### src/rtl/core/xor_key_escape_codec_assert.svh
`ifndef XOR_KEY_ESCAPE_CODEC_ASSERT_SVH
`define XOR_KEY_ESCAPE_CODEC_ASSERT_SVH

// same-cycle implication, checked outside reset
`define XKEC_ASSERT_NOW(label, clk, rstn, ante, cons, msg) \
    label: assert property (@(posedge clk) disable iff (!rstn) (ante) |-> (cons)) \
        else $error(msg);

// next-cycle implication, checked outside reset
`define XKEC_ASSERT_NEXT(label, clk, rstn, ante, cons, msg) \
    label: assert property (@(posedge clk) disable iff (!rstn) (ante) |=> (cons)) \
        else $error(msg);

`endif

### src/rtl/core/xkec_pkg.sv
package xkec_pkg;

    // special characters
    localparam logic [7:0] ESC_CH  = 8'h5C;
    localparam logic [7:0] HEX_CH  = 8'h78;
    localparam logic [7:0] MARK_CH = 8'h01;
    localparam logic [7:0] BAD_CH  = 8'h3F;

    // configuration register indexes
    localparam logic [1:0] CFG_MODE   = 2'd0;
    localparam logic [1:0] CFG_DELIM  = 2'd1;
    localparam logic [1:0] CFG_KEYLEN = 2'd2;

    localparam logic [6:0] KEYLEN_RST = 7'd64;

    // packet queue between front and back
    localparam int QDEPTH = 4;
    localparam int QAW    = $clog2(QDEPTH);
    localparam int QCW    = $clog2(QDEPTH + 1);

    typedef struct packed {
        logic       mode;
        logic [7:0] delimiter;
        logic [6:0] key_length;
    } cfg_t;

    // up to eight output characters of one string byte, bytes[0] leaves first
    typedef struct packed {
        logic            last;
        logic [3:0]      cnt;
        logic [7:0][7:0] bytes;
    } pkt_t;

    typedef struct packed {
        logic valid;
        pkt_t pkt;
    } q_head_t;

    // lowercase hex digit
    function automatic logic [7:0] hex_char(input logic [3:0] v);
        if (v < 4'd10) begin
            return 8'h30 + {4'd0, v};
        end
        return 8'h57 + {4'd0, v};
    endfunction

    // {valid, value} of a hex digit character
    function automatic logic [4:0] hex_val(input logic [7:0] c);
        if (c >= 8'h30 && c <= 8'h39) begin
            return {1'b1, c[3:0]};
        end
        if ((c >= 8'h61 && c <= 8'h66) || (c >= 8'h41 && c <= 8'h46)) begin
            return {1'b1, 4'(c[3:0] + 4'd9)};
        end
        return 5'd0;
    endfunction

endpackage

### src/rtl/core/xkec_ram.sv
module xkec_ram #(
    parameter int WIDTH = 8,
    parameter int DEPTH = 64,
    localparam int AW = (DEPTH > 1) ? $clog2(DEPTH) : 1
) (
    input  logic             aclk,
    input  logic             we,
    input  logic [AW-1:0]    waddr,
    input  logic [WIDTH-1:0] wdata,
    input  logic [AW-1:0]    raddr,
    output logic [WIDTH-1:0] rdata
);

    logic [WIDTH-1:0] mem_reg [DEPTH];
    logic [WIDTH-1:0] rdata_reg;

    // one write port, registered read port
    always_ff @(posedge aclk) begin
        if (we) begin
            mem_reg[waddr] <= wdata;
        end
        rdata_reg <= mem_reg[raddr];
    end

    assign rdata = rdata_reg;

endmodule

### src/rtl/core/xkec_front.sv
`include "xor_key_escape_codec_assert.svh"

module xkec_front #(
    parameter int KEY_DEPTH = 64
) (
    input  logic          aclk,
    input  logic          aresetn,
    input  logic          in_accept,
    input  logic          in_req_type,
    input  logic [5:0]    in_key_slot,
    input  logic [7:0]    in_byte,
    input  logic          in_first,
    input  logic          in_last,
    input  xkec_pkg::cfg_t cfg,
    output logic          stage_busy,
    output logic          push_valid,
    output xkec_pkg::pkt_t push_pkt
);
    import xkec_pkg::*;

    localparam int AW = (KEY_DEPTH > 1) ? $clog2(KEY_DEPTH) : 1;
    localparam int LW = $clog2(KEY_DEPTH + 1);
    localparam int PW = LW + 1;
    localparam logic [7:0] PRINT_LO = 8'h21;
    localparam logic [7:0] PRINT_HI = 8'h7E;

    // parse state plus the decoded characters of one byte (at most four)
    typedef struct packed {
        logic            body;
        logic [1:0]      ph;
        logic            pt;
        logic [3:0]      acc;
        logic [7:0]      held2;
        logic [2:0]      n;
        logic [1:0]      nk;
        logic [3:0][7:0] eb;
        logic [3:0]      ek;
        logic [3:0]      eki;
    } dec_state_t;

    function automatic dec_state_t put_raw(input dec_state_t s, input logic [7:0] b);
        dec_state_t r;
        r = s;
        if (r.n < 3'd4) begin
            r.eb[r.n[1:0]] = b;
            r.ek[r.n[1:0]] = 1'b0;
            r.n = r.n + 3'd1;
        end
        return r;
    endfunction

    function automatic dec_state_t put_key(input dec_state_t s, input logic [7:0] b);
        dec_state_t r;
        r = s;
        if (r.n < 3'd4) begin
            r.eb[r.n[1:0]]  = b;
            r.ek[r.n[1:0]]  = 1'b1;
            r.eki[r.n[1:0]] = r.nk[0];
            r.n  = r.n + 3'd1;
            r.nk = r.nk + 2'd1;
        end
        return r;
    endfunction

    // one decoded character complete: keyed output, marker, or start of echo
    function automatic dec_state_t elem_done(input dec_state_t s, input logic [7:0] val,
                                             input logic [1:0] held, input logic echo,
                                             input logic [7:0] cur);
        dec_state_t r;
        r = s;
        if (r.body) begin
            r = put_key(r, val);
        end else if (val == MARK_CH) begin
            r.body = 1'b1;
        end else begin
            r.pt = 1'b1;
            if (held >= 2'd1) r = put_raw(r, ESC_CH);
            if (held >= 2'd2) r = put_raw(r, HEX_CH);
            if (held == 2'd3) r = put_raw(r, r.held2);
            if (echo) r = put_raw(r, cur);
        end
        return r;
    endfunction

    // character outside any escape
    function automatic dec_state_t fresh(input dec_state_t s, input logic [7:0] c);
        dec_state_t r;
        r = s;
        if (c == ESC_CH) begin
            r.ph = 2'd1;
        end else begin
            r = elem_done(r, c, 2'd0, 1'b1, c);
        end
        return r;
    endfunction

    function automatic logic [AW-1:0] nxt(input logic [AW-1:0] p, input logic [LW-1:0] len);
        logic [PW-1:0] s;
        s = PW'(p) + PW'(1);
        return (s >= PW'(len)) ? '0 : s[AW-1:0];
    endfunction

    logic          body_reg, body_next;
    logic [1:0]    ph_reg, ph_next;
    logic          pt_reg, pt_next;
    logic [3:0]    acc_reg, acc_next;
    logic [7:0]    held2_reg, held2_next;
    logic [AW-1:0] kp_reg, kp_next;

    logic            st_valid_reg;
    logic            st_dec_reg;
    logic            st_first_reg;
    logic            st_last_reg;
    logic [7:0]      st_byte_reg;
    logic [2:0]      st_n_reg;
    logic [3:0][7:0] st_eb_reg;
    logic [3:0]      st_ek_reg;
    logic [3:0]      st_eki_reg;

    dec_state_t    s0, ds;
    logic          again;
    logic [4:0]    hv;
    logic [1:0]    lph;
    logic          str_acc;
    logic [LW-1:0] len_w;
    logic [AW-1:0] kp_eff, p0, p1, p2;
    logic [1:0]    nk_used;
    logic          key_we;
    logic [7:0]    k0, k1;

    assign str_acc = in_accept & in_req_type;

    // effective key length
    always_comb begin
        if (cfg.key_length == 7'd0) begin
            len_w = LW'(1);
        end else if (int'(cfg.key_length) > KEY_DEPTH) begin
            len_w = LW'(KEY_DEPTH);
        end else begin
            len_w = LW'(cfg.key_length);
        end
    end

    // key positions for up to two keyed characters
    assign kp_eff = in_first ? '0 : kp_reg;
    assign p0     = (LW'(kp_eff) >= len_w) ? '0 : kp_eff;
    assign p1     = nxt(p0, len_w);
    assign p2     = nxt(p1, len_w);

    // escape parser over one raw byte
    always_comb begin
        s0       = '0;
        s0.body  = body_reg & ~in_first;
        s0.ph    = in_first ? 2'd0 : ph_reg;
        s0.acc   = in_first ? 4'd0 : acc_reg;
        s0.pt    = pt_reg & ~in_first;
        s0.held2 = held2_reg;
        ds       = s0;
        again    = 1'b0;
        lph      = 2'd0;
        hv       = hex_val(in_byte);
        if (ds.pt) begin
            ds = put_raw(ds, in_byte);
        end else begin
            case (ds.ph)
                2'd0: ds = fresh(ds, in_byte);
                2'd1: begin
                    if (in_byte == HEX_CH) begin
                        ds.ph = 2'd2;
                    end else begin
                        ds.ph = 2'd0;
                        ds = elem_done(ds, in_byte, 2'd1, 1'b1, in_byte);
                    end
                end
                2'd2: begin
                    if (hv[4]) begin
                        ds.held2 = in_byte;
                        ds.acc   = hv[3:0];
                        ds.ph    = 2'd3;
                    end else begin
                        // bad digit gives '?', the byte is then read afresh
                        ds.ph = 2'd0;
                        ds = elem_done(ds, BAD_CH, 2'd2, 1'b0, in_byte);
                        again = 1'b1;
                    end
                end
                default: begin
                    ds.ph = 2'd0;
                    ds = elem_done(ds, hv[4] ? {ds.acc, hv[3:0]} : {4'd0, ds.acc},
                                   2'd3, 1'b1, in_byte);
                end
            endcase
            if (again) begin
                if (ds.pt) begin
                    ds = put_raw(ds, in_byte);
                end else begin
                    ds = fresh(ds, in_byte);
                end
            end
        end
        // escape cut by end of string
        if (in_last && !ds.pt && ds.ph != 2'd0) begin
            lph   = ds.ph;
            ds.ph = 2'd0;
            ds = elem_done(ds, (lph == 2'd3) ? {4'd0, ds.acc} : BAD_CH, lph, 1'b0, 8'd0);
        end
    end

    // next parse state and key position
    always_comb begin
        nk_used    = cfg.mode ? ds.nk : 2'd1;
        body_next  = body_reg;
        ph_next    = ph_reg;
        pt_next    = pt_reg;
        acc_next   = acc_reg;
        held2_next = held2_reg;
        kp_next    = kp_reg;
        if (str_acc) begin
            if (cfg.mode) begin
                body_next  = ds.body;
                ph_next    = ds.ph;
                pt_next    = ds.pt;
                acc_next   = ds.acc;
                held2_next = ds.held2;
            end else begin
                body_next  = s0.body;
                ph_next    = s0.ph;
                pt_next    = s0.pt;
                acc_next   = s0.acc;
            end
            case (nk_used)
                2'd0:    kp_next = kp_eff;
                2'd1:    kp_next = p1;
                default: kp_next = p2;
            endcase
        end
    end

    always_ff @(posedge aclk) begin
        if (!aresetn) begin
            body_reg     <= 1'b0;
            ph_reg       <= 2'd0;
            pt_reg       <= 1'b0;
            acc_reg      <= 4'd0;
            kp_reg       <= '0;
            st_valid_reg <= 1'b0;
        end else begin
            body_reg     <= body_next;
            ph_reg       <= ph_next;
            pt_reg       <= pt_next;
            acc_reg      <= acc_next;
            kp_reg       <= kp_next;
            st_valid_reg <= str_acc;
        end
    end

    // payload of the stage register
    always_ff @(posedge aclk) begin
        held2_reg <= held2_next;
        if (str_acc) begin
            st_dec_reg   <= cfg.mode;
            st_first_reg <= in_first;
            st_last_reg  <= in_last;
            st_byte_reg  <= in_byte;
            st_n_reg     <= ds.n;
            st_eb_reg    <= ds.eb;
            st_ek_reg    <= ds.ek;
            st_eki_reg   <= ds.eki;
        end
    end

    // key table, duplicated for two reads per byte
    assign key_we = in_accept & ~in_req_type & (int'(in_key_slot) < KEY_DEPTH);

    xkec_ram #(.WIDTH(8), .DEPTH(KEY_DEPTH)) u_key_a (
        .aclk  (aclk),
        .we    (key_we),
        .waddr (AW'(in_key_slot)),
        .wdata (in_byte),
        .raddr (p0),
        .rdata (k0)
    );

    xkec_ram #(.WIDTH(8), .DEPTH(KEY_DEPTH)) u_key_b (
        .aclk  (aclk),
        .we    (key_we),
        .waddr (AW'(in_key_slot)),
        .wdata (in_byte),
        .raddr (p1),
        .rdata (k1)
    );

    // second stage: apply keys and escape, build the packet
    logic [7:0]      c;
    logic [3:0][7:0] tail;
    logic [2:0]      tn;

    always_comb begin
        c    = st_byte_reg ^ k0;
        tail = '0;
        tn   = 3'd4;
        if ((cfg.delimiter != 8'd0 && c == cfg.delimiter) ||
            !(c == ESC_CH || (c >= PRINT_LO && c <= PRINT_HI))) begin
            tail = {hex_char(c[3:0]), hex_char(c[7:4]), HEX_CH, ESC_CH};
        end else if (c == ESC_CH) begin
            tail = {16'd0, ESC_CH, ESC_CH};
            tn   = 3'd2;
        end else begin
            tail = {24'd0, c};
            tn   = 3'd1;
        end

        push_pkt      = '0;
        push_pkt.last = st_last_reg;
        if (st_dec_reg) begin
            for (int i = 0; i < 4; i++) begin
                push_pkt.bytes[i] = st_eb_reg[i] ^
                    (st_ek_reg[i] ? (st_eki_reg[i] ? k1 : k0) : 8'd0);
            end
            push_pkt.cnt = {1'b0, st_n_reg};
        end else if (st_first_reg) begin
            push_pkt.bytes = {tail, hex_char(4'd1), hex_char(4'd0), HEX_CH, ESC_CH};
            push_pkt.cnt   = 4'd4 + {1'b0, tn};
        end else begin
            push_pkt.bytes = {32'd0, tail};
            push_pkt.cnt   = {1'b0, tn};
        end
    end

    assign push_valid = st_valid_reg & (push_pkt.cnt != 4'd0);
    assign stage_busy = st_valid_reg;

    `XKEC_ASSERT_NEXT(a_key_pos_wrap, aclk, aresetn, str_acc && !cfg.mode,
                      LW'(kp_reg) < len_w, "key position beyond key length")

endmodule

### src/rtl/core/xkec_queue.sv
`include "xor_key_escape_codec_assert.svh"

module xkec_queue (
    input  logic                   aclk,
    input  logic                   aresetn,
    input  logic                   push_valid,
    input  xkec_pkg::pkt_t         push_pkt,
    input  logic                   pop,
    output xkec_pkg::q_head_t      head,
    output logic [xkec_pkg::QCW-1:0] count
);
    import xkec_pkg::*;

    pkt_t           mem_reg [QDEPTH];
    logic [QAW-1:0] wr_ptr_reg, wr_ptr_next;
    logic [QAW-1:0] rd_ptr_reg, rd_ptr_next;
    logic [QCW-1:0] count_reg, count_next;

    // pointer and fill count update
    always_comb begin
        wr_ptr_next = wr_ptr_reg;
        rd_ptr_next = rd_ptr_reg;
        count_next  = count_reg;
        if (push_valid) begin
            wr_ptr_next = wr_ptr_reg + QAW'(1);
        end
        if (pop) begin
            rd_ptr_next = rd_ptr_reg + QAW'(1);
        end
        if (push_valid && !pop) begin
            count_next = count_reg + QCW'(1);
        end else if (!push_valid && pop) begin
            count_next = count_reg - QCW'(1);
        end
    end

    always_ff @(posedge aclk) begin
        if (!aresetn) begin
            wr_ptr_reg <= '0;
            rd_ptr_reg <= '0;
            count_reg  <= '0;
        end else begin
            wr_ptr_reg <= wr_ptr_next;
            rd_ptr_reg <= rd_ptr_next;
            count_reg  <= count_next;
        end
    end

    always_ff @(posedge aclk) begin
        if (push_valid) begin
            mem_reg[wr_ptr_reg] <= push_pkt;
        end
    end

    assign head.valid = (count_reg != '0);
    assign head.pkt   = mem_reg[rd_ptr_reg];
    assign count      = count_reg;

    `XKEC_ASSERT_NOW(a_no_overflow, aclk, aresetn, push_valid && !pop,
                     count_reg < QCW'(QDEPTH), "packet queue overflow")
    `XKEC_ASSERT_NOW(a_no_underflow, aclk, aresetn, pop,
                     count_reg != '0, "packet queue underflow")

endmodule

### src/rtl/core/xkec_back.sv
`include "xor_key_escape_codec_assert.svh"

module xkec_back (
    input  logic              aclk,
    input  logic              aresetn,
    input  xkec_pkg::q_head_t head,
    output logic              pop,
    output logic              m_tvalid,
    input  logic              m_tready,
    output logic [7:0]        m_tdata,
    output logic              m_tlast
);
    import xkec_pkg::*;

    logic [2:0] idx_reg, idx_next;
    logic       mv_reg, mv_next;
    logic [7:0] md_reg, md_next;
    logic       ml_reg, ml_next;
    logic       load;
    logic       at_end;

    // one character per ready cycle to output register
    always_comb begin
        load     = head.valid & (~mv_reg | m_tready);
        at_end   = ({1'b0, idx_reg} == head.pkt.cnt - 4'd1);
        idx_next = idx_reg;
        mv_next  = mv_reg & ~m_tready;
        md_next  = md_reg;
        ml_next  = ml_reg;
        pop      = 1'b0;
        if (load) begin
            mv_next = 1'b1;
            md_next = head.pkt.bytes[idx_reg];
            ml_next = head.pkt.last & at_end;
            if (at_end) begin
                pop      = 1'b1;
                idx_next = 3'd0;
            end else begin
                idx_next = idx_reg + 3'd1;
            end
        end
    end

    always_ff @(posedge aclk) begin
        if (!aresetn) begin
            idx_reg <= 3'd0;
            mv_reg  <= 1'b0;
        end else begin
            idx_reg <= idx_next;
            mv_reg  <= mv_next;
        end
    end

    always_ff @(posedge aclk) begin
        md_reg <= md_next;
        ml_reg <= ml_next;
    end

    assign m_tvalid = mv_reg;
    assign m_tdata  = md_reg;
    assign m_tlast  = ml_reg;

    `XKEC_ASSERT_NOW(a_idx_in_packet, aclk, aresetn, head.valid,
                     {1'b0, idx_reg} < head.pkt.cnt, "character index past packet end")

endmodule

### src/rtl/core/xor_key_escape_codec.sv
// channel   dir  tdata (low bit up)                  tuser (low bit up)   tlast
// s_*       in   key_slot[5:0], in_byte[13:6], 0 pad  req_type, first      last
// m_*       out  out_byte[7:0]                        -                    out_last
// cfg_*     in   write port: cfg_wr_en, cfg_index, cfg_wdata (no read-back)
//
// an input transaction is taken every cycle while the packet queue has room;
// string bytes pass the stage register and the packet queue into the output register
// characters leave one per cycle while m_tready holds, so a string byte costs zero
// to eight output characters (four for a hex escape, five to eight for a first byte
// in encrypt mode); the result port is the limit: sustained rate is set by output
// characters; aresetn is synchronous, active low; the key table is not cleared
// s_tready drops only in reset or when queue plus stage hold four packets

module xor_key_escape_codec #(
    parameter int KEY_DEPTH = 64
) (
    input  logic        aclk,
    input  logic        aresetn,
    input  logic        s_tvalid,
    output logic        s_tready,
    input  logic [15:0] s_tdata,   // key_slot, in_byte
    input  logic [1:0]  s_tuser,   // req_type, first
    input  logic        s_tlast,
    output logic        m_tvalid,
    input  logic        m_tready,
    output logic [7:0]  m_tdata,   // out_byte
    output logic        m_tlast,
    input  logic        cfg_wr_en,
    input  logic [1:0]  cfg_index,
    input  logic [7:0]  cfg_wdata
);
    import xkec_pkg::*;

    logic       mode_reg, mode_next;
    logic [7:0] delim_reg, delim_next;
    logic [6:0] klen_reg, klen_next;
    cfg_t       cfg;

    logic           in_accept;
    logic           stage_busy;
    logic           push_valid;
    pkt_t           push_pkt;
    logic           pop;
    q_head_t        head;
    logic [QCW-1:0] q_count;
    logic [QCW:0]   inflight;

    // configuration registers
    always_comb begin
        mode_next  = mode_reg;
        delim_next = delim_reg;
        klen_next  = klen_reg;
        if (cfg_wr_en) begin
            unique case (cfg_index)
                CFG_MODE:   mode_next  = cfg_wdata[0];
                CFG_DELIM:  delim_next = cfg_wdata;
                CFG_KEYLEN: klen_next  = cfg_wdata[6:0];
                default: ;
            endcase
        end
    end

    always_ff @(posedge aclk) begin
        if (!aresetn) begin
            mode_reg  <= 1'b0;
            delim_reg <= 8'd0;
            klen_reg  <= KEYLEN_RST;
        end else begin
            mode_reg  <= mode_next;
            delim_reg <= delim_next;
            klen_reg  <= klen_next;
        end
    end

    assign cfg.mode       = mode_reg;
    assign cfg.delimiter  = delim_reg;
    assign cfg.key_length = klen_reg;

    // credit: queued packets plus the one in the front stage
    assign inflight  = (QCW + 1)'(q_count) + (QCW + 1)'(stage_busy);
    assign s_tready  = aresetn & (inflight < (QCW + 1)'(QDEPTH));
    assign in_accept = s_tvalid & s_tready;

    xkec_front #(.KEY_DEPTH(KEY_DEPTH)) u_front (
        .aclk        (aclk),
        .aresetn     (aresetn),
        .in_accept   (in_accept),
        .in_req_type (s_tuser[0]),
        .in_key_slot (s_tdata[5:0]),
        .in_byte     (s_tdata[13:6]),
        .in_first    (s_tuser[1]),
        .in_last     (s_tlast),
        .cfg         (cfg),
        .stage_busy  (stage_busy),
        .push_valid  (push_valid),
        .push_pkt    (push_pkt)
    );

    xkec_queue u_queue (
        .aclk       (aclk),
        .aresetn    (aresetn),
        .push_valid (push_valid),
        .push_pkt   (push_pkt),
        .pop        (pop),
        .head       (head),
        .count      (q_count)
    );

    xkec_back u_back (
        .aclk     (aclk),
        .aresetn  (aresetn),
        .head     (head),
        .pop      (pop),
        .m_tvalid (m_tvalid),
        .m_tready (m_tready),
        .m_tdata  (m_tdata),
        .m_tlast  (m_tlast)
    );

endmodule

### config.mk
export PLATFORM = sky130hd
export DESIGN_NAME = xor_key_escape_codec
export DESIGN_NICKNAME = d
export VERILOG_FILES = /design/src/rtl/core/xkec_pkg.sv /design/src/rtl/core/xkec_ram.sv /design/src/rtl/core/xkec_front.sv /design/src/rtl/core/xkec_queue.sv /design/src/rtl/core/xkec_back.sv /design/src/rtl/core/xor_key_escape_codec.sv
export VERILOG_INCLUDE_DIRS = /design/src /design/src/rtl/core
export SDC_FILE = /design/constraint.sdc
export NUM_CORES = 2
export LEC_CHECK = 0
export BUFFER_PORTS_ARGS = -buffer_cell sky130_fd_sc_hd__buf_2
export CAP_MARGIN = 20
export CORE_UTILIZATION = 40
export CTS_CLUSTER_SIZE = 24
export DETAILED_ROUTE_END_ITERATION = 8
export SKIP_CTS_REPAIR_TIMING = 1
export SKIP_LAST_GASP = 1
export SYNTH_ARGS = -nofsm -noshare
export SYNTH_HDL_FRONTEND = slang
export SYNTH_SLANG_ARGS = --single-unit
### constraint.sdc
create_clock -name aclk -period 7.3 [get_ports aclk]
set_clock_uncertainty 0.15 [all_clocks]
set_input_delay 0.365 -clock aclk [delete_from_list [all_inputs] [get_ports aclk]]
set_output_delay 0.365 -clock aclk [all_outputs]
set_load 0.1 [all_outputs]
==> out/metrics.yaml <==
status:
  outcome: "complete, no violations"
cts:
  cts.sink_count: 887
  tritoncts: "yes"
  htreeDepth: 3
  clock_latency_ps: 700
  numCtsBuffers: 96
  clk_root_buffer_cell: "clkbuf_16"
  cts_buffer_depth: 3
  cts.clk_slew.worst_paths_ps: 60
timing:
  clock.fmax_ghz: 0.145
  rsz0062_at_grt: "false"
  setup_violations: 0
  setup_slack_ps: 401
  hold_viol: 0
  holdWs_ps: 55.4
  fin_crit_ps: 6900
  fin_tns_setup_ps: 0
  worstMarginPinSlew_ps: 1160
  max_slew_margin_pct: 22.1
  drv_slew: 0
  finalCritPeriodShare_pct: 94.5
route:
  post_drt_wl_per_cell_um: 28.4
  wirelength_um: 153000
  dr.pass1.iters: 6
  drtIter0Drc: 5015
  drc_errors: 0
  vias: 34000
  ant_nets: 0
  via_per_inst: 6.29
pwr:
  power_leakage_nw: 16.4
  peakVddDrop_mv: 0.256
  powerDensity_mw_per_mm2: 232
logic_synthesis:
  synthFlopType: "edfxtp_1"
  ys_types: 98
  yosysWarnings: 0
  netlist_area_sq_mm: 0.0444
  synth_mux_area_share_pct: 7.77
  synth_compound_area_share_pct: 13.4
  ys_seq_area_share_pct: 58.7
  synth-xor-area-share_pct: 1.44
  async_flop_share_pct: 0
  synth-adder-area-share_pct: 1.65
  avgSynthCellArea_sq_um: 11.5
  synth-seq-cells: 887
  synth_top_family_by_area: "simple AND/OR/NAND/NOR gates"
  synth-edff-count: 827
  yosys.area_share.simple_pct: 13.9
  netlist_instances: 3848
critical_path:
  path_class: "reg2reg"
  start_kind: "flip-flop"
  crit_path_end_kind: "flip-flop"
  cp_max_fo: 26
  cp.arrival_ps: 7330
  crit_required_ps: 7740
layout:
  stdcell_area_sq_mm: 0.0497
  syn2layout_area_growth_pct: 11.9
  fillerInstances: 9879
  n_antenna_cell: 0
  layout-drive-gt1-share_pct: 12.9
  largest_reg_flops: 496
  nets: 3936
global_route:
  overflow: 0
  grt_max_degree: 142
  antenna_found_initial: 3
  grt_pass1_wl_um: 222000
  grt_pass1_vias: 32000
  grt_usage_pct: 26.8
floorplanning:
  die_h_um: 335
  die_area_sq_mm: 0.112
  start_util_pct: 40.5
  fp-row-count: 121
  chipWidth_um: 335
  num_io_pins: 45
  coreArea_sq_mm: 0.109
place:
  portBuffers: 42
  postPlaceCellArea_sq_mm: 0.0463
  place_hpwl_um: 96900
  gp_congestion: 0.946
  place_ws_ps: 621
job:
  maxCapViolCount: 0
worst_hold_path:
  hold_class: "in2reg"
## path summary, 6_finish.rpt
| kind | from | to | slack [ps] | cells after the start |
|---|---|---|---|---|
| worst max-delay path | klen_reg[6] | u_front.u_key_b.rdata[5] | 400 | 23 |
| worst min-delay path | cfg_wr_en | mode_reg | 60 | 4 |
| worst max register to register | klen_reg[6] | u_front.u_key_b.rdata[5] | 400 | 23 |
| worst min register to register | u_back.m_tvalid | u_back.m_tvalid | 320 | 2 |
## cells by family after synthesis
family / count (synthesis)
AND/OR/NAND/NOR: 1381
flip-flops: 887
AO/OA/AOI/OAI: 871
buffers and inverters: 331
multiplexers: 246
XOR/XNOR: 73
adder cells (fa/ha/maj): 58
other: 1
## critical path: stages (launching register included)
cell and delay (ps):
dfxtp_1 350, clkinv_1 320, nand2_1 330, ha_1 290, a211oi_1 260, o21a_2 330
o211ai_1 300, inv_8 130, ha_2 250, nand3_1 110, xnor2_1 160, o2111ai_1 170
inv_1 250, ha_1 290, nand4_1 80, and3_1 220, o21a_2 340, buf_4 410
buf_4 420, nand2_1 410, a2111oi_0 640, buf_4 220, nor4_1 60, a211o_1 300
## placed cells by master (no fill, tap or decap), types with 25 or more instances in the layout
master and instances:
buf_4 98, buf_2 41, a211oi_1 39, o21ai_0 157, xor2_1 25, nor2_1 224, o22ai_1 76, and3_1 47
mux4_2 71, a31oi_1 54, ha_1 56, nor4_1 30, o211ai_1 47, nor3_1 78, mux2_2 79, dfxtp_1 58
xnor2_1 47, nand2_1 658, nand3_1 211, clkbuf_16 96, inv_1 50, a21oi_1 157, o221ai_1 70, mux2i_1 96
edfxtp_1 827
## cell type report
cell class	count	area [sq um]	share of cell area, %
Multi-Input combinational cell	2633	17100	34.4
Clock buffer	119	2520	5.07
Clock inverter	61	652	1.31
Sequential cell	887	26000	52.4
Timing Repair Buffer	167	1300	2.61
Tap cell	1476	1850	3.72
Inverter	59	230	0.464
## metal layers
| layer | track usage (%) | share of wire (%) | vias up |
|---|---|---|---|
| met5 | 0 | 0.0085 | - |
| met4 | 12.0 | 4.6 | 2 |
| met3 | 5.34 | 11 | 374 |
| met2 | 39.7 | 43 | 2163 |
| met1 | 38.1 | 41 | 16700 |
| li1 | - | - | 14700 |
## Yosys cell counts, drive strengths merged (12+ instances only)
| cell | instances | area (sq um) |
|---|---|---|
| xnor2 | 48 | 420 |
| a22oi | 20 | 150 |
| a221oi | 22 | 199 |
| a22o | 13 | 114 |
| nand2b | 17 | 106 |
| mux2 | 79 | 890 |
| clkbuf | 144 | 541 |
| o211ai | 48 | 365 |
| xor2 | 25 | 219 |
| mux2i | 96 | 961 |
| nand2 | 660 | 2480 |
| and2 | 20 | 125 |
| o221ai | 70 | 613 |
| o31ai | 13 | 97.6 |
| nor2b | 15 | 93.8 |
| and3 | 49 | 312 |
| inv | 55 | 206 |
| a21oi | 160 | 812 |
| nor4 | 30 | 188 |
| a21o | 15 | 113 |
| nand3 | 211 | 1060 |
| o21ai | 172 | 868 |
| o22a | 12 | 105 |
| a21boi | 22 | 165 |
| a211oi | 40 | 305 |
| nor3 | 79 | 395 |
| mux4 | 71 | 1600 |
| dfxtp | 60 | 1200 |
| or3 | 15 | 93.8 |
| a31oi | 55 | 350 |
| o22ai | 76 | 475 |
| o21a | 14 | 105 |
| nor2 | 225 | 845 |
| ha | 57 | 713 |
| buf | 128 | 609 |
| edfxtp | 827 | 24800 |
## metrics by stage
step                utilization, %  power [mW]  std cells
floorplan                        -        6.31       3851
global placement              42.3        6.65       5200
detailed placement            42.3        6.66       5200
CTS                           45.2        11.6       5380
global route                  45.4        11.8       5402
finish                        45.4        11.5       5402
## power breakdown
group	switching, mW	internal (mW)
Clock	2.14	2.82
Sequential	0.0498	5.62
Combinational	0.629	0.274
No activity file was read; power rests on OpenSTA's default activity.
